===== config.mk =====
export PLATFORM = sky130hd
export DESIGN_NAME = dcf_front
export DESIGN_NICKNAME = d
export VERILOG_FILES = /design/src/rtl/dcf_pkg.sv /design/src/rtl/dcf_front.sv
export SDC_FILE = /design/constraint.sdc
export NUM_CORES = 2
export LEC_CHECK = 0
export BUFFER_PORTS_ARGS = -buffer_cell sky130_fd_sc_hd__buf_2
export CAP_MARGIN = 20
export CORE_ASPECT_RATIO = 0.6
export CORE_MARGIN = 3
export CORE_UTILIZATION = 59
export CTS_CLUSTER_DIAMETER = 40
export CTS_CLUSTER_SIZE = 20
export DETAILED_ROUTE_END_ITERATION = 12
export GPL_TIMING_DRIVEN = 0
export PLACE_DENSITY = 0.82
export SETUP_SLACK_MARGIN = 0.4
export SYNTH_ARGS = -nofsm -noshare
export SYNTH_HDL_FRONTEND = slang
export SYNTH_SLANG_ARGS = --single-unit

===== constraint.sdc =====
create_clock -name clock -period 9.77 [get_ports clock]
set_input_delay 0.977 -clock clock [delete_from_list [all_inputs] [get_ports clock]]
set_output_delay 0.977 -clock clock [all_outputs]
set_load 0.05 [all_outputs]

===== src/rtl/dcf_pkg.sv =====
// Shared types, constants and the CORDIC arctangent table for the
// density/current Fourier component block. No dependencies.
package dcf_pkg;

   localparam int MAX_PARTICLES_DEF = 16777216;
   localparam int CORDIC_STEPS_DEF  = 16;
   localparam int ATAN_LEN          = 24;
   localparam int QUEUE_DEPTH       = 2;

   localparam logic [31:0]        INV_TWO_PI = 32'd683565276;
   localparam logic signed [33:0] CORDIC_X0  = 34'sd652032874;

   // configuration register indexes
   localparam logic [1:0] CSR_WAVE_X = 2'd0;
   localparam logic [1:0] CSR_WAVE_Y = 2'd1;
   localparam logic [1:0] CSR_WAVE_Z = 2'd2;

   // one classified particle handed from front to back
   typedef struct packed {
      logic [31:0]        turns;
      logic signed [23:0] vel_x;
      logic signed [23:0] vel_y;
      logic signed [23:0] vel_z;
      logic               last;
   } item_type;

   // arctangent of 2^-i in turns, Q0.32
   function automatic logic [31:0] atan_turns(input logic [4:0] idx);
      logic [31:0] val;
      unique case (idx)
         5'd0:  val = 32'd536870912;
         5'd1:  val = 32'd316933406;
         5'd2:  val = 32'd167458907;
         5'd3:  val = 32'd85004756;
         5'd4:  val = 32'd42667331;
         5'd5:  val = 32'd21354465;
         5'd6:  val = 32'd10679838;
         5'd7:  val = 32'd5340245;
         5'd8:  val = 32'd2670163;
         5'd9:  val = 32'd1335087;
         5'd10: val = 32'd667544;
         5'd11: val = 32'd333772;
         5'd12: val = 32'd166886;
         5'd13: val = 32'd83443;
         5'd14: val = 32'd41722;
         5'd15: val = 32'd20861;
         5'd16: val = 32'd10430;
         5'd17: val = 32'd5215;
         5'd18: val = 32'd2608;
         5'd19: val = 32'd1304;
         5'd20: val = 32'd652;
         5'd21: val = 32'd326;
         5'd22: val = 32'd163;
         5'd23: val = 32'd81;
         default: val = 32'd0;
      endcase
      return val;
   endfunction

endpackage


===== src/rtl/dcf_front.sv =====
// Front end: accepts particles, holds the wave vector registers and
// turns position into phase in turns. Depends on dcf_pkg.
module dcf_front (
   input  logic               clock,
   input  logic               reset,
   input  logic               start,
   output logic               busy,
   input  logic signed [31:0] pos_x,
   input  logic signed [31:0] pos_y,
   input  logic signed [31:0] pos_z,
   input  logic signed [23:0] vel_x,
   input  logic signed [23:0] vel_y,
   input  logic signed [23:0] vel_z,
   input  logic               last_particle,
   input  logic               csr_we,
   input  logic [1:0]         csr_index,
   input  logic [31:0]        csr_wdata,
   output logic               push,
   output dcf_pkg::item_type  push_item,
   input  logic               queue_full
);

   typedef enum logic [2:0] {
      F_IDLE = 3'b001,
      F_CALC = 3'b010,
      F_PUSH = 3'b100
   } front_state_type;

   front_state_type state_ff, state_in;
   logic [2:0] step_ff, step_in;

   logic signed [31:0] wave_x_ff, wave_y_ff, wave_z_ff;
   logic signed [31:0] px_ff, py_ff, pz_ff;
   logic signed [23:0] vx_ff, vy_ff, vz_ff;
   logic               last_ff;

   logic signed [31:0] mul_a, mul_b;
   logic signed [63:0] prod_ff, prod_in;
   logic signed [47:0] prod_sh;
   logic signed [49:0] phase_ff, phase_in;
   logic [55:0]        ph56;
   logic [59:0]        mlo_ff, mlo_in, mhi_full;
   logic [27:0]        mhi_ff, mhi_in;
   logic [55:0]        turn_sum;
   logic [31:0]        turns_ff, turns_in;
   logic               accept;

   assign accept = start && (state_ff == F_IDLE);
   assign busy   = (state_ff != F_IDLE);
   assign push   = (state_ff == F_PUSH) && !queue_full;

   assign push_item = '{turns: turns_ff, vel_x: vx_ff, vel_y: vy_ff, vel_z: vz_ff,
                        last: last_ff};

   // one shared 32x32 multiplier walks the three axes
   always_comb begin
      case (step_ff[1:0])
         2'd0: begin
            mul_a = px_ff;
            mul_b = wave_x_ff;
         end
         2'd1: begin
            mul_a = py_ff;
            mul_b = wave_y_ff;
         end
         default: begin
            mul_a = pz_ff;
            mul_b = wave_z_ff;
         end
      endcase
   end

   assign prod_in  = mul_a * mul_b;
   assign prod_sh  = prod_ff[63:16];
   assign ph56     = {{6{phase_ff[49]}}, phase_ff};
   assign mlo_in   = 60'(ph56[27:0]) * 60'(dcf_pkg::INV_TWO_PI);
   assign mhi_full = 60'(ph56[55:28]) * 60'(dcf_pkg::INV_TWO_PI);
   assign mhi_in   = mhi_full[27:0];
   assign turn_sum = mlo_ff[55:0] + {mhi_ff, 28'd0};
   assign turns_in = turn_sum[55:24];

   always_comb begin
      phase_in = phase_ff;
      if (step_ff == 3'd1) begin
         phase_in = {{2{prod_sh[47]}}, prod_sh};
      end else if (step_ff == 3'd2 || step_ff == 3'd3) begin
         phase_in = phase_ff + {{2{prod_sh[47]}}, prod_sh};
      end
   end

   always_comb begin
      state_in = state_ff;
      step_in  = step_ff;
      unique case (state_ff)
         F_IDLE: begin
            if (start) begin
               state_in = F_CALC;
               step_in  = '0;
            end
         end
         F_CALC: begin
            step_in = step_ff + 1'b1;
            if (step_ff == 3'd6) begin
               state_in = F_PUSH;
            end
         end
         F_PUSH: begin
            if (!queue_full) begin
               state_in = F_IDLE;
            end
         end
      endcase
   end

   always_ff @(posedge clock) begin
      if (reset) begin
         state_ff  <= F_IDLE;
         step_ff   <= '0;
         wave_x_ff <= '0;
         wave_y_ff <= '0;
         wave_z_ff <= '0;
      end else begin
         state_ff <= state_in;
         step_ff  <= step_in;
         if (csr_we) begin
            case (csr_index)
               dcf_pkg::CSR_WAVE_X: wave_x_ff <= csr_wdata;
               dcf_pkg::CSR_WAVE_Y: wave_y_ff <= csr_wdata;
               dcf_pkg::CSR_WAVE_Z: wave_z_ff <= csr_wdata;
               default: ;
            endcase
         end
      end
   end

   always_ff @(posedge clock) begin
      if (accept) begin
         px_ff   <= pos_x;
         py_ff   <= pos_y;
         pz_ff   <= pos_z;
         vx_ff   <= vel_x;
         vy_ff   <= vel_y;
         vz_ff   <= vel_z;
         last_ff <= last_particle;
      end
      if (state_ff == F_CALC) begin
         prod_ff  <= prod_in;
         phase_ff <= phase_in;
         if (step_ff == 3'd4) begin
            mlo_ff <= mlo_in;
         end
         if (step_ff == 3'd5) begin
            mhi_ff <= mhi_in;
         end
         if (step_ff == 3'd6) begin
            turns_ff <= turns_in;
         end
      end
   end

endmodule


==> flow_summary.json <==
{
  "yosysSeqAreaShare_pct": 17.73,
  "fin_crit_ns": 9.474,
  "critPathCaptureType": "flip-flop",
  "rows": 98,
  "drive_gt1_share_pct": 13.52,
  "dieArea_um2": 126300,
  "route.detailed.drc": 0,
  "layout.nets": 10116,
  "path_delay_family": "adder cells",
  "coreArea_um2": 120000,
  "yosys.cell_types.count": 80,
  "path_buf_inv": 12,
  "drtIter0Drc": 7062,
  "place_congestion": 1.139,
  "grt_antenna_before_repair": 15,
  "areaGrowthSynthToFinish_pct": 14.80,
  "clk_pin_slew_ns": 0.07,
  "cts_inserted_buffers": 53,
  "fp.dieH_um": 276.5,
  "worstPathArrival_ns": 9.90,
  "postCtsHoldBufs": 0,
  "worst-path-max-fanout": 7,
  "hold_viol": 0,
  "setup_viol": 0,
  "maxSlewHeadroom_pct": 21.92,
  "path_common_cell": "fa_1",
  "rsz0062_at_grt": "true",
  "fin_crit_sh_pct": 96.97,
  "crit_slowest_cell": "fa_2",
  "max_freq_mhz": 105.5,
  "grt_max_degree": 89,
  "p_per_area_nw_per_um2": 217.4,
  "grt_pass1_vias": 57951,
  "maxSlewViolCount": 0,
  "mostFrequentLayoutCells": "inv_1, fa_1, nand2_1, ha_1, nor2_1",
  "antenna_left": 0,
  "grt-ovfl-total": 0,
  "die_width_um": 456.9,
  "setup_tns_ns": 0,
  "status": "finished clean",
  "async_flop_share_pct": 0,
  "dp_hpwl_um": 209500,
  "cap_violations": 0,
  "clock_latency_ns": 0.69,
  "portBuffers": 313,
  "hold_class": "flip-flop to flip-flop",
  "routed_wl_um": 254600,
  "synth_edf_count": 357,
  "vias_per_cell": 5.968,
  "crit_required_ns": 10.20,
  "finClkSkew_ns": 0.06643,
  "yosys_warnings": 0,
  "irDropWorstVdd_mv": 0.4231,
  "tightestPinTransition_ns": 1.171,
  "setup_slack_ns": 0.2957,
  "ys_ff_latch": 459,
  "final_common_cell": "inv_1",
  "cts_tree": "built",
  "avgSynthCellArea_um2": 10.09,
  "p_leak_nw": 40.28,
  "critPathKind": "flip-flop to flip-flop",
  "grt_pass1_wl_um": 373500,
  "avgRoutedWirePerCell_um": 27.21,
  "vias": 55853,
  "initial_core_util_pct": 59.95,
  "syn-cell-area_um2": 71970,
  "clock_path_buffers": 3,
  "ios": 315,
  "syn_inst": 7132,
  "grt.total_usage_pct": 40.62,
  "synth_nets": 9554,
  "crit_path_max_incr_delay_ns": 0.68,
  "htreeDepth": 2,
  "ys.flop_type": "edfxtp_1",
  "place_ws_ns": -3.108,
  "cts_root_buf": "clkbuf_16",
  "dr.pass1.iters": 9,
  "startpoint_type": "flip-flop",
  "cts_num_sinks": 459
}
[worst register-to-register path, delay by kind of cell, from the launching register on]
kind                     cells  cell delay (ns)
buffers and inverters       12             1.58
flip-flops                   1             0.37
AND/OR/NAND/NOR              5             0.60
AO/OA/AOI/OAI                8             1.94
XOR/XNOR                     1             0.13
adder cells (fa/ha/maj)     10             4.62
[report_power, final]
group          internal [mW]  switching, mW
Clock                   1.15           1.07
Combinational           5.27           7.52
Sequential              2.81          0.142
[worst paths after layout]
| path | startpoint | end | slack (ns) | cells after the start |
|---|---|---|---|---|
| max | step_ff[1] | prod_ff[63] | 0.30 | 36 |
| min | mlo_ff[25] | turns_ff[1] | 0.42 | 0 |
| max reg2reg | step_ff[1] | prod_ff[63] | 0.30 | 36 |
| min reg2reg | mlo_ff[25] | turns_ff[1] | 0.42 | 0 |
[layer usage]
metal  vias up  track usage, %  wire length (um)
li1      23026               -                 -
met1     28342           58.30            101200
met2      3827           53.58             98000
met3       634           20.73             44580
met4        24           11.79              9733
met5         -               0              1069
[final cells by class]
| class | instances | area, um2 |
|---|---|---|
| Timing Repair Buffer | 507 | 3531 |
| Multi-Input combinational cell | 4811 | 53640 |
| Buffer | 244 | 2556 |
| Clock buffer | 56 | 1368 |
| Antenna cell | 20 | 50.05 |
| Fill cell | 8874 | 37420 |
| Sequential cell | 459 | 12770 |
| Clock inverter | 44 | 601.8 |
| Tap cell | 1600 | 2002 |
| Inverter | 1618 | 6107 |
[synthesized netlist by cell type, drive strengths merged (12+ instances only)]
cell / n / area share [%]
o21bai: 19 / 0.20
o21ai: 102 / 0.73
o211ai: 12 / 0.13
dfxtp: 102 / 2.8
nand2b: 25 / 0.22
o31ai: 12 / 0.13
nand3: 32 / 0.22
clkbuf: 222 / 1.2
a31oi: 13 / 0.11
nand4: 21 / 0.18
xor2: 55 / 0.67
buf: 22 / 0.13
edfxtp: 357 / 15
a211oi: 13 / 0.14
ha: 702 / 12
nor2: 670 / 3.5
xnor2: 143 / 1.7
a22o: 55 / 0.67
fa: 1512 / 42
a21oi: 313 / 2.2
inv: 1617 / 8.4
nand2: 786 / 4.1
nor3: 24 / 0.17
a21o: 133 / 1.4
nor2b: 19 / 0.17
and2: 21 / 0.18
o21a: 17 / 0.18
[stage by stage]
step | std cells | area [um2] | hold WS [ns] | power, mW | util (%)
floorplan | 7132 | 71970 | 0.4003 | 11.41 | -
CTS | 9244 | 80880 | 0.4214 | 17.34 | 67.38
finish | 9359 | 82620 | 0.4196 | 17.96 | 68.83
global placement | 9045 | 75540 | 0.4070 | 14.22 | 62.93
detailed placement | 9086 | 76180 | 0.4061 | 14.69 | 63.46
global route | 9343 | 82580 | 0.4238 | 19.46 | 68.79
[flip-flops by register name (all words and copies together), names as in the netlist, 26 cells and up]
| register | cells |
|---|---|
| wave_x_ff | 32 |
| prod_ff | 48 |
| mlo_ff | 32 |
| wave_z_ff | 32 |
| wave_y_ff | 32 |
| pz_ff | 32 |
| mhi_ff | 26 |
| turns_ff | 32 |
| px_ff | 32 |
| phase_ff | 50 |
| py_ff | 32 |
[cells by family after synthesis]
logic type / Yosys count / share of synthesized area [%]
buffers and inverters: 1862 / 9.730
flip-flops: 459 / 17.73
multiplexers: 1 / 0.01391
AO/OA/AOI/OAI: 754 / 6.648
AND/OR/NAND/NOR: 1644 / 9.204
XOR/XNOR: 198 / 2.410
adder cells (fa/ha/maj): 2214 / 54.26
[what timing repair did]
action | CTS | global route
endpoints found under the hold margin | 0 | 0
gates resized for setup | 648 | 301
gates cloned | 1 | 1
endpoints found under the setup margin | 48 | 24
buffers inserted | 57 | 92
pin swaps | 34 | 82
(Power assumes the default switching activity.)
