--- src/rtl/dcf_pkg.sv ---
// Shared types, constants and the CORDIC arctangent table for the
// density/current Fourier component block. No dependencies.
package dcf_pkg;

   localparam int MAX_PARTICLES_DEF = 16777216;
   localparam int CORDIC_STEPS_DEF  = 16;
   localparam int ATAN_LEN          = 24;
   localparam int QUEUE_DEPTH       = 2;

   localparam logic [31:0]        INV_TWO_PI = 32'd683565276;
   localparam logic signed [33:0] CORDIC_X0  = 34'sd652032874;

   // configuration register indexes
   localparam logic [1:0] CSR_WAVE_X = 2'd0;
   localparam logic [1:0] CSR_WAVE_Y = 2'd1;
   localparam logic [1:0] CSR_WAVE_Z = 2'd2;

   // one classified particle handed from front to back
   typedef struct packed {
      logic [31:0]        turns;
      logic signed [23:0] vel_x;
      logic signed [23:0] vel_y;
      logic signed [23:0] vel_z;
      logic               last;
   } item_type;

   // arctangent of 2^-i in turns, Q0.32
   function automatic logic [31:0] atan_turns(input logic [4:0] idx);
      logic [31:0] val;
      unique case (idx)
         5'd0:  val = 32'd536870912;
         5'd1:  val = 32'd316933406;
         5'd2:  val = 32'd167458907;
         5'd3:  val = 32'd85004756;
         5'd4:  val = 32'd42667331;
         5'd5:  val = 32'd21354465;
         5'd6:  val = 32'd10679838;
         5'd7:  val = 32'd5340245;
         5'd8:  val = 32'd2670163;
         5'd9:  val = 32'd1335087;
         5'd10: val = 32'd667544;
         5'd11: val = 32'd333772;
         5'd12: val = 32'd166886;
         5'd13: val = 32'd83443;
         5'd14: val = 32'd41722;
         5'd15: val = 32'd20861;
         5'd16: val = 32'd10430;
         5'd17: val = 32'd5215;
         5'd18: val = 32'd2608;
         5'd19: val = 32'd1304;
         5'd20: val = 32'd652;
         5'd21: val = 32'd326;
         5'd22: val = 32'd163;
         5'd23: val = 32'd81;
         default: val = 32'd0;
      endcase
      return val;
   endfunction

endpackage

--- src/rtl/dcf_queue.sv ---
// Short register queue between front and back of the block.
// Depends on dcf_pkg (item_type, QUEUE_DEPTH).
module dcf_queue (
   input  logic              clock,
   input  logic              reset,
   input  logic              push,
   input  dcf_pkg::item_type push_item,
   output logic              full,
   input  logic              pop,
   output logic              empty,
   output dcf_pkg::item_type pop_item
);

   localparam int PW = (dcf_pkg::QUEUE_DEPTH > 1) ? $clog2(dcf_pkg::QUEUE_DEPTH) : 1;
   localparam int CW = $clog2(dcf_pkg::QUEUE_DEPTH + 1);
   localparam logic [CW-1:0] DEPTH_C = CW'(dcf_pkg::QUEUE_DEPTH);

   dcf_pkg::item_type slot_ff [dcf_pkg::QUEUE_DEPTH];
   logic [PW-1:0] wr_ff, wr_in, rd_ff, rd_in;
   logic [CW-1:0] cnt_ff, cnt_in;

   assign full     = (cnt_ff == DEPTH_C);
   assign empty    = (cnt_ff == '0);
   assign pop_item = slot_ff[rd_ff];

   always_comb begin
      wr_in  = wr_ff;
      rd_in  = rd_ff;
      cnt_in = cnt_ff;
      if (push) begin
         wr_in = (wr_ff == PW'(dcf_pkg::QUEUE_DEPTH - 1)) ? '0 : wr_ff + 1'b1;
      end
      if (pop) begin
         rd_in = (rd_ff == PW'(dcf_pkg::QUEUE_DEPTH - 1)) ? '0 : rd_ff + 1'b1;
      end
      if (push && !pop) begin
         cnt_in = cnt_ff + 1'b1;
      end else if (pop && !push) begin
         cnt_in = cnt_ff - 1'b1;
      end
   end

   always_ff @(posedge clock) begin
      if (reset) begin
         wr_ff  <= '0;
         rd_ff  <= '0;
         cnt_ff <= '0;
      end else begin
         wr_ff  <= wr_in;
         rd_ff  <= rd_in;
         cnt_ff <= cnt_in;
      end
   end

   always_ff @(posedge clock) begin
      if (push) begin
         slot_ff[wr_ff] <= push_item;
      end
   end

endmodule

--- config.mk ---
export PLATFORM = sky130hd
export DESIGN_NAME = dcf_queue
export DESIGN_NICKNAME = d
export VERILOG_FILES = /design/src/rtl/dcf_pkg.sv /design/src/rtl/dcf_queue.sv
export SDC_FILE = /design/constraint.sdc
export NUM_CORES = 1
export LEC_CHECK = 0
export BUFFER_PORTS_ARGS = -buffer_cell sky130_fd_sc_hd__buf_2
export CORE_ASPECT_RATIO = 1.4
export CORE_MARGIN = 2
export CORE_UTILIZATION = 40
export CTS_CLUSTER_DIAMETER = 50
export DETAILED_ROUTE_END_ITERATION = 7
export HOLD_SLACK_MARGIN = 0.06
export PLACE_DENSITY = 0.68
export SYNTH_ARGS = -nofsm -noshare
export SYNTH_HDL_FRONTEND = slang
export SYNTH_SLANG_ARGS = --single-unit
--- constraint.sdc ---
create_clock -name clock -period 5.3 [get_ports clock]
set_input_delay 0.265 -clock clock [delete_from_list [all_inputs] [get_ports clock]]
set_output_delay 0.265 -clock clock [all_outputs]
set_load 0.1 [all_outputs]
==> flow_summary.json, run 1 <==
{
  "die-area_um2": 21200,
  "crit_path_start_kind": "flop",
  "path_clk_slew_ns": 0.07,
  "worst_slew_pin_slew_ns": 0.899,
  "grtUsageTotal_pct": 14.3,
  "drv_slew": 0,
  "irDropWorstVdd_mv": 0.317,
  "tns_ns": 0,
  "cts_resized": 0,
  "min_period_over_period_pct": 47.9,
  "setup_viol": 0,
  "hpwl_mm": 9.63,
  "p_leak_nw": 4.33,
  "cts.sinks": 215,
  "status": "finished clean",
  "power_mw": 4.73,
  "grt_max_degree": 59,
  "finalHoldViolations": 0,
  "die_x_um": 124,
  "synth-xor-area-share_pct": 0.436,
  "critPathSlowestCell": "buf_4",
  "post-route-min-period_ns": 2.54,
  "cp_cell_sequence": "buf_4 -> mux2_2 -> buf_2",
  "antenna_found_initial": 0,
  "synth_fp_nets": 459,
  "cts_hold_buf": 106,
  "rsz0062_at_grt": "no",
  "h-tree-depth": 1,
  "grt_pass1_vias": 4726,
  "cts_buffers": 21,
  "ios": 216,
  "synth_fa_ha_area_share_pct": 0.156,
  "hp-class": "in2reg",
  "clock-skew-final_ns": 0.0127,
  "initialDrtViolationCount": 234,
  "yosys-top-cells-area": "edfxtp_1, mux2_4, mux2_2, buf_12, dfxtp_1",
  "ys_types": 18,
  "cts_tree": "done",
  "max_slew_margin_pct": 40.1,
  "antenna_left": 0,
  "gp_congestion": 0.685,
  "dr.pass1.iters": 4,
  "cts_max_path_buffers": 3,
  "worstPathArrival_ns": 2.27,
  "synth-compound-area-share_pct": 0.125,
  "post_synth.cell_area_avg_um2": 23.0,
  "crit_required_ns": 5.04,
  "synth_top_area_share_pct": 78.5,
  "fillers": 1493,
  "yosysWarnings": 0,
  "syn_inst": 349,
  "cp-end-kind": "output port",
  "synth_top_cell_by_area": "edfxtp_1",
  "port_buffers": 215,
  "clk_latency_ns": 0.49,
  "multi_input_area_um2": 1480,
  "synthesis.area_um2": 8030,
  "layout.cells.most_common_list": "buf_2, edfxtp_1, dlygate4sd3_1",
  "antenna_cells": 0,
  "synth_seq_cells": 215,
  "fin_nets": 796,
  "finalWirelength_mm": 15.7,
  "path_class": "reg2out",
  "synth_top_family_by_area": "multiplexers",
  "seqCellArea_um2": 6410,
  "synth-simple-area-share_pct": 0.545,
  "grt_pass1_wl_mm": 23.2,
  "maxCapViolCount": 0,
  "max_freq_ghz": 0.394,
  "seq_area_frac_synth_pct": 79.8,
  "vias": 4449,
  "via_per_inst": 4.67,
  "post-cts-setup-buffers": 0,
  "power_per_cell_area_nw_per_um2": 425,
  "post_drt_wl_per_cell_um": 16.5,
  "gr-total-overflow": 0,
  "layout_commonest_cell": "buf_2",
  "muxShareOfSynthArea_pct": 17.1,
  "core-area_um2": 19800,
  "root_buffer": "clkbuf_16",
  "drive_above_1_share_pct": 51.4,
  "finish.utilization_pct": 56.3,
  "start_util_pct": 40.6,
  "worstPathMaxFanout": 56,
  "rows": 61,
  "cp_slowest_stage_delay_ns": 0.67,
  "die_y_um": 172,
  "drc": 0,
  "worst-r2r-setup-slack_ns": 3.02,
  "areaGrowthSynthToFinish_pct": 38.6
}
through the flow:
stage	std cells	cell area (µm²)	hold WS, ns	setup slack [ns]
5_1_grt	952	11100	0.100	2.63
3_3_place_gp	809	9320	0.454	3.14
4_1_cts	952	11100	0.0656	2.73
3_5_place_dp	809	9320	0.456	3.03
6_report	952	11100	0.0842	2.76
2_1_floorplan	349	8040	0.334	1.80
sequential cells by signal (all words and copies together), names as in the netlist, named ones only:
name,cells
cnt_ff,2
wr_ff,1
rd_ff,1
slot_ff,210
cell usage after synthesis:
cell / n
buf_2: 5
buf_12: 5
buf_6: 1
xnor2_1: 2
or3_1: 1
mux2_4: 50
a21oi_1: 1
mux2_2: 55
inv_1: 1
buf_8: 1
xor2_1: 2
nor2_1: 5
edfxtp_1: 210
nor2b_1: 2
o21ai_0: 1
ha_1: 1
dfxtp_1: 5
and2_1: 1
final cells by class:
cell class | count | area share [%]
sequential | 215 | 57.6
timing repair buffer | 326 | 19.5
tap | 252 | 2.83
multi-input combinational | 121 | 13.3
clock buffer | 23 | 4.97
inverter | 1 | 0.0337
clock inverter | 14 | 1.79
cell families (layout without fill, tap and decap cells):
kind of cell,after synthesis,count (layout)
AO/OA/AOI/OAI,2,2
XOR/XNOR,4,4
adder cells (fa/ha/maj),1,1
buffers and inverters,13,364
flip-flops,215,215
multiplexers,105,105
AND/OR/NAND/NOR,9,9
critical path, delay by kind of cell (launching register included):
family / cells / cell delay [ns]
mux: 1 / 0.30
buf+inv: 2 / 1.09
flops: 1 / 0.34
layer usage:
layer	wire length, µm	track usage [%]	vias up
met3	1040	3.45	39
met2	8550	26.8	169
li1	-	-	2062
met5	0	0	-
met1	5740	15.4	2179
met4	376	4.79	0
path summary, 6_finish.rpt:
path              startpoint             end  cells after the start
setup / recovery        flop    pop_item[91]                      3
hold / removal           pop           rd_ff                      3
setup reg to reg       wr_ff  slot_ff[1][80]                      2
hold reg to reg        rd_ff           rd_ff                      2
power breakdown:
| group | switching [mW] | internal [mW] | total (mW) |
|---|---|---|---|
| combinational | 0.859 | 0.262 | 1.12 |
| clock | 0.600 | 0.996 | 1.60 |
| sequential | 0.0276 | 1.98 | 2.01 |
Note: power is estimated with default switching activity, not from simulation.
==> inputs of run 2 (changes only) <==
Settings changed: PLACE_DENSITY 0.68 to 0.66.
Clock period 5.3 ns to 2.4 ns, I/O delays scaled along.
==> run 2 against run 1 <==
Register-to-register slack lost 2.1 ns. Final area shrank 0.48%. Combinational power grew 120%. Worst setup slack lost 2.4 ns. First-iteration DRC count shrank 21%. Non-clock buffer count grew 3. Critical path depth is the same. Global-route usage grew 0.13 points. Utilization shrank 0.27 points. Clock power grew 86%. Critical path type unchanged. Critical endpoint is now pop_item[13].
==> flow_summary.json, run 2 (synthesized netlist as in run 1, its figures left out) <==
{
  "r2r_start": "wr_ff",
  "holdPathStages": 2,
  "via_per_inst": 4.64,
  "dr.pass1.iters": 4,
  "core-area_um2": 19800,
  "cp_cell_sequence": "buf_12 -> mux2_2 -> buf_2",
  "maxCapViolCount": 0,
  "power_frac_clock_pct": 30.1,
  "grt_pass1_vias": 4841,
  "grt_max_degree": 106,
  "start_util_pct": 40.6,
  "tns_ns": 0,
  "power_frac_comb_pct": 25.1,
  "rsz0062_at_grt": "no",
  "path_class": "reg2out",
  "setup_viol": 0,
  "irDropWorstVdd_mv": 0.903,
  "die_x_um": 124,
  "fin_nets": 799,
  "grtUsageTotal_pct": 14.4,
  "top_register": "slot_ff",
  "cts_tree": "done",
  "reg_top3": "slot_ff: 210 flops, cnt_ff: 2 flops",
  "h-tree-depth": 1,
  "worstPathArrival_ns": 1.96,
  "areaGrowthSynthToFinish_pct": 38.0,
  "antenna_left": 0,
  "status": "finished clean",
  "power_per_cell_area_nw_per_um2": 895,
  "finalHoldViolations": 0,
  "initialDrtViolationCount": 185,
  "gr-total-overflow": 0,
  "cts_max_path_buffers": 3,
  "die-area_um2": 21200,
  "clock-skew-final_ns": 0.00499,
  "worst_slew_pin_slew_ns": 0.701,
  "critPathSlowestCell": "mux2_2",
  "post-cts-setup-buffers": 0,
  "setup_ws_ns": 0.325,
  "finalWirelength_mm": 15.9,
  "worstPathMaxFanout": 63,
  "largest_reg_flops": 210,
  "layout.cells.most_common_list": "buf_2, edfxtp_1, dlygate4sd3_1",
  "rr_worst_depth": 2,
  "root_buffer": "clkbuf_16",
  "antenna_found_initial": 0,
  "worst-r2r-setup-slack_ns": 0.88,
  "power_mw": 9.92,
  "port_buffers": 215,
  "path_clk_slew_ns": 0.06,
  "die_y_um": 172,
  "post_drt_wl_per_cell_um": 16.6,
  "rows": 61,
  "vias": 4421,
  "grt_pass1_wl_mm": 23.5,
  "drv_slew": 0,
  "hp-class": "in2reg",
  "switching_share_pct": 32.2,
  "seqPwrFrac_pct": 44.8,
  "post-route-min-period_ns": 2.08,
  "cts.sinks": 215,
  "cts_resized": 0,
  "max_freq_ghz": 0.482,
  "drc": 0,
  "p_leak_nw": 4.30,
  "max_slew_margin_pct": 53.3,
  "switching_power_mw": 3.19,
  "clk_latency_ns": 0.48,
  "antenna_cells": 0,
  "cts_buffers": 21,
  "cp_slowest_stage_delay_ns": 0.40,
  "internal-power_mw": 6.73,
  "worstHoldStart": "push_item[32]",
  "crit_path_start_kind": "flop",
  "crit_required_ns": 2.28,
  "fillers": 1522,
  "ios": 216,
  "gp_congestion": 0.704,
  "drive_above_1_share_pct": 50.5,
  "dp_slack_ns": 0.838,
  "layout_commonest_cell": "buf_2",
  "final-instance-count-excl-fill": 953,
  "hpwl_mm": 9.45,
  "min_period_over_period_pct": 86.5,
  "dp_cells": 809,
  "cp-end-kind": "output port"
}
-- run 2: cell types whose count changed in the layout (fill, tap and decap cells not counted) --
cell and delta:
clkinvlp_4 -1, clkinv_4 -1, inv_6 -1, clkbuf_1 +9
bufinv_16 -4, clkbuf_8 -1, clkinv_1 -5, buf_12 +4
clkinv_2 +2, buf_4 -4, dlygate4sd3_1 +3
-- run 2: metrics by stage --
| stage | utilization [%] | instance area [µm²] | hold WS, ns |
|---|---|---|---|
| after global placement | 47.4 | 9370 | 0.307 |
| final | 56.1 | 11100 | 0.363 |
| after CTS | 56.1 | 11100 | 0.338 |
| after global routing | 56.1 | 11100 | 0.353 |
| after floorplan | - | 8040 | 0.189 |
| after detailed placement | 47.4 | 9370 | 0.311 |
-- run 2: worst max-delay path, delay by kind of cell, from the launching register on --
kind / cells / cell delay [ns]
buf+inv: 2 / 0.60
mux: 1 / 0.40
flops: 1 / 0.37
-- run 2: worst paths after layout --
check,to
worst max-delay path,pop_item[13]
worst min-delay path,slot_ff[0][32]
worst max register to register,slot_ff[1][68]
worst min register to register,rd_ff
-- run 2: final cells by class --
class                      instances  area (µm²)  area share (%)
multi-input combinational        121        1480            13.4
timing repair buffer             329        2250            20.3
clock inverter                     4        45.0           0.406
sequential                       215        6410            57.8
clock buffer                      31         573            5.17
tap                              252         315            2.84
inverter                           1        3.75          0.0339
-- run 2: power by group through the flow --
stage | Combinational (mW) | Sequential [mW] | Clock [mW]
after floorplan | 2.01 | 4.51 | 0
after global placement | 2.34 | 4.51 | 0
after detailed placement | 2.36 | 4.52 | 0
after CTS | 2.50 | 4.45 | 3.08
after global routing | 2.58 | 4.46 | 3.22
final | 2.49 | 4.45 | 2.98
-- run 2: repair_timing --
action                                  in CTS  in global routing
hold endpoints to repair                   215                  0
hold buffers                               109                  0
endpoints found under the setup margin       0                  0
-- run 2: per-layer routing --
layer	part of all wire, %	GRT usage, %	up-vias
li1	-	-	2063
met1	36	14.7	2168
met4	2.2	4.69	0
met3	6.6	3.48	29
met2	55	28.0	161
met5	0	0	-
==> inputs of run 3 (changes only) <==
==> constraint.sdc (replaced) <==
create_clock -name clock -period 2.4 [get_ports clock]
set_input_delay 0.24 -clock clock [delete_from_list [all_inputs] [get_ports clock]]
set_output_delay 0.24 -clock clock [all_outputs]
set_load 0.1 [all_outputs]
==> run 3 against run 2 <==
Via count increased by 0.34%. Wire length up 1.1%. Clock skew increased by 0.0051 ns. Worst setup slack worse by 0.081 ns. Register-to-register slack got worse by 0.09 ns. Non-clock buffer count stayed put. Largest power group unchanged.
==> flow_summary.json, run 3 (synthesized netlist as in run 1, its figures left out) <==
{
  "reg_top3": "slot_ff: 210 flops, cnt_ff: 2 flops",
  "antenna_cells": 0,
  "cp_slowest_stage_delay_ns": 0.39,
  "maxCapViolCount": 0,
  "status": "finished clean",
  "grt_max_degree": 89,
  "dp_slack_ns": 0.739,
  "post_drt_wl_per_cell_um": 16.8,
  "via_per_inst": 4.65,
  "root_buffer": "clkbuf_16",
  "grtUsageTotal_pct": 14.7,
  "rows": 61,
  "path_clk_slew_ns": 0.06,
  "cts_resized": 0,
  "seqCellArea_um2": 6410,
  "areaGrowthSynthToFinish_pct": 44.4,
  "whs_ns": 0.0811,
  "layout.cells.most_common_list": "edfxtp_1, buf_2, dlygate4sd3_1",
  "cp-end-kind": "output port",
  "r2r_start": "wr_ff",
  "antenna_left": 0,
  "cts_tree": "done",
  "antenna_found_initial": 0,
  "tns_ns": 0,
  "gp_congestion": 0.681,
  "drc": 0,
  "die-area_um2": 21200,
  "die_x_um": 124,
  "irDropWorstVdd_mv": 0.723,
  "h-tree-depth": 1,
  "post-route-min-period_ns": 2.16,
  "crit_required_ns": 2.16,
  "drive_above_1_share_pct": 50.8,
  "hpwl_mm": 9.65,
  "setup_viol": 0,
  "worstPathArrival_ns": 1.92,
  "cts_buffers": 20,
  "ios": 216,
  "max_freq_ghz": 0.464,
  "worst-r2r-setup-slack_ns": 0.79,
  "finalWirelength_mm": 16.0,
  "clk_latency_ns": 0.48,
  "largest_reg_flops": 210,
  "finalHoldViolations": 0,
  "fillers": 1450,
  "final-instance-count-excl-fill": 953,
  "crit_cells": 3,
  "path_class": "reg2out",
  "start_util_pct": 40.6,
  "fin_nets": 798,
  "grt_pass1_wl_mm": 24.2,
  "dp_cells": 810,
  "crit_path_start_kind": "flop",
  "setup_ws_ns": 0.244,
  "cts.sinks": 215,
  "crit_buf_inv": 2,
  "gr-total-overflow": 0,
  "hp-class": "in2reg",
  "critPathSlowestCell": "mux2_2",
  "worstPathMaxFanout": 55,
  "clock-skew-final_ns": 0.0101,
  "cp_cell_sequence": "buf_12 -> mux2_2 -> buf_2",
  "power_per_cell_area_nw_per_um2": 891,
  "holdPathStages": 3,
  "min_period_over_period_pct": 89.8,
  "core-area_um2": 19800,
  "vias": 4436,
  "rsz0062_at_grt": "no",
  "layout_commonest_cell": "edfxtp_1",
  "top_register": "slot_ff",
  "drv_slew": 0,
  "port_buffers": 215,
  "crit_family": "buffers and inverters",
  "multi_input_area_um2": 1480,
  "grt_pass1_vias": 4895,
  "cts_max_path_buffers": 3,
  "dr.pass1.iters": 4,
  "rr_worst_depth": 2,
  "initialDrtViolationCount": 247,
  "p_leak_nw": 4.49,
  "max_slew_margin_pct": 61.7,
  "worst_slew_pin_slew_ns": 0.575,
  "post-cts-setup-buffers": 0,
  "die_y_um": 172,
  "worstHoldStart": "push",
  "cts_hold_buf": 108
}
[run 3: changes by cell type in the layout (fill, tap and decap cells not counted), sizes merged]
| cell | change |
|---|---|
| buf | +1 |
| bufinv | +2 |
| clkbuf | -5 |
| clkinv | +3 |
| dlygate4sd3 | -1 |
[run 3: routing by layer]
layer	global-route usage (%)	wire, µm
met1	15.8	5740
met2	27.5	8760
met3	3.85	1160
met4	4.94	372
met5	0	0
[run 3: power by group]
group	internal (mW)	switching [mW]	leakage (nW)	total [mW]
sequential	4.38	0.0609	2.01	4.44
combinational	0.779	1.93	2.15	2.71
clock	1.92	1.26	0.324	3.18
[run 3: worst register-to-register path: cells and delay by family (launching register included)]
family / cells / cell delay (ns)
and+or+nand+nor: 1 / 0.54
DFF: 1 / 0.41
buffers and inverters: 1 / 0.32
[run 3: worst paths after layout]
| check | endpoint |
|---|---|
| setup / recovery | pop_item[84] |
| setup reg to reg | slot_ff[1][33] |
| hold reg to reg | rd_ff |
| hold / removal | wr_ff |
[run 3: area by class of cell]
class | count | share of cell area (%)
multi-input combinational | 121 | 12.8
timing repair buffer | 329 | 23.5
sequential | 215 | 55.3
tap | 252 | 2.72
clock inverter | 9 | 1.00
inverter | 1 | 0.0324
clock buffer | 26 | 4.69
[run 3: metrics by stage]
| stage | cell area [µm²] | power (mW) | util, % |
|---|---|---|---|
| 3_5_place_dp | 9860 | 7.10 | 49.9 |
| 4_1_cts | 11600 | 10.4 | 58.7 |
| 3_3_place_gp | 9860 | 7.07 | 49.9 |
| 5_1_grt | 11600 | 10.7 | 58.7 |
| 2_1_floorplan | 8040 | 6.52 | - |
| 6_report | 11600 | 10.3 | 58.7 |
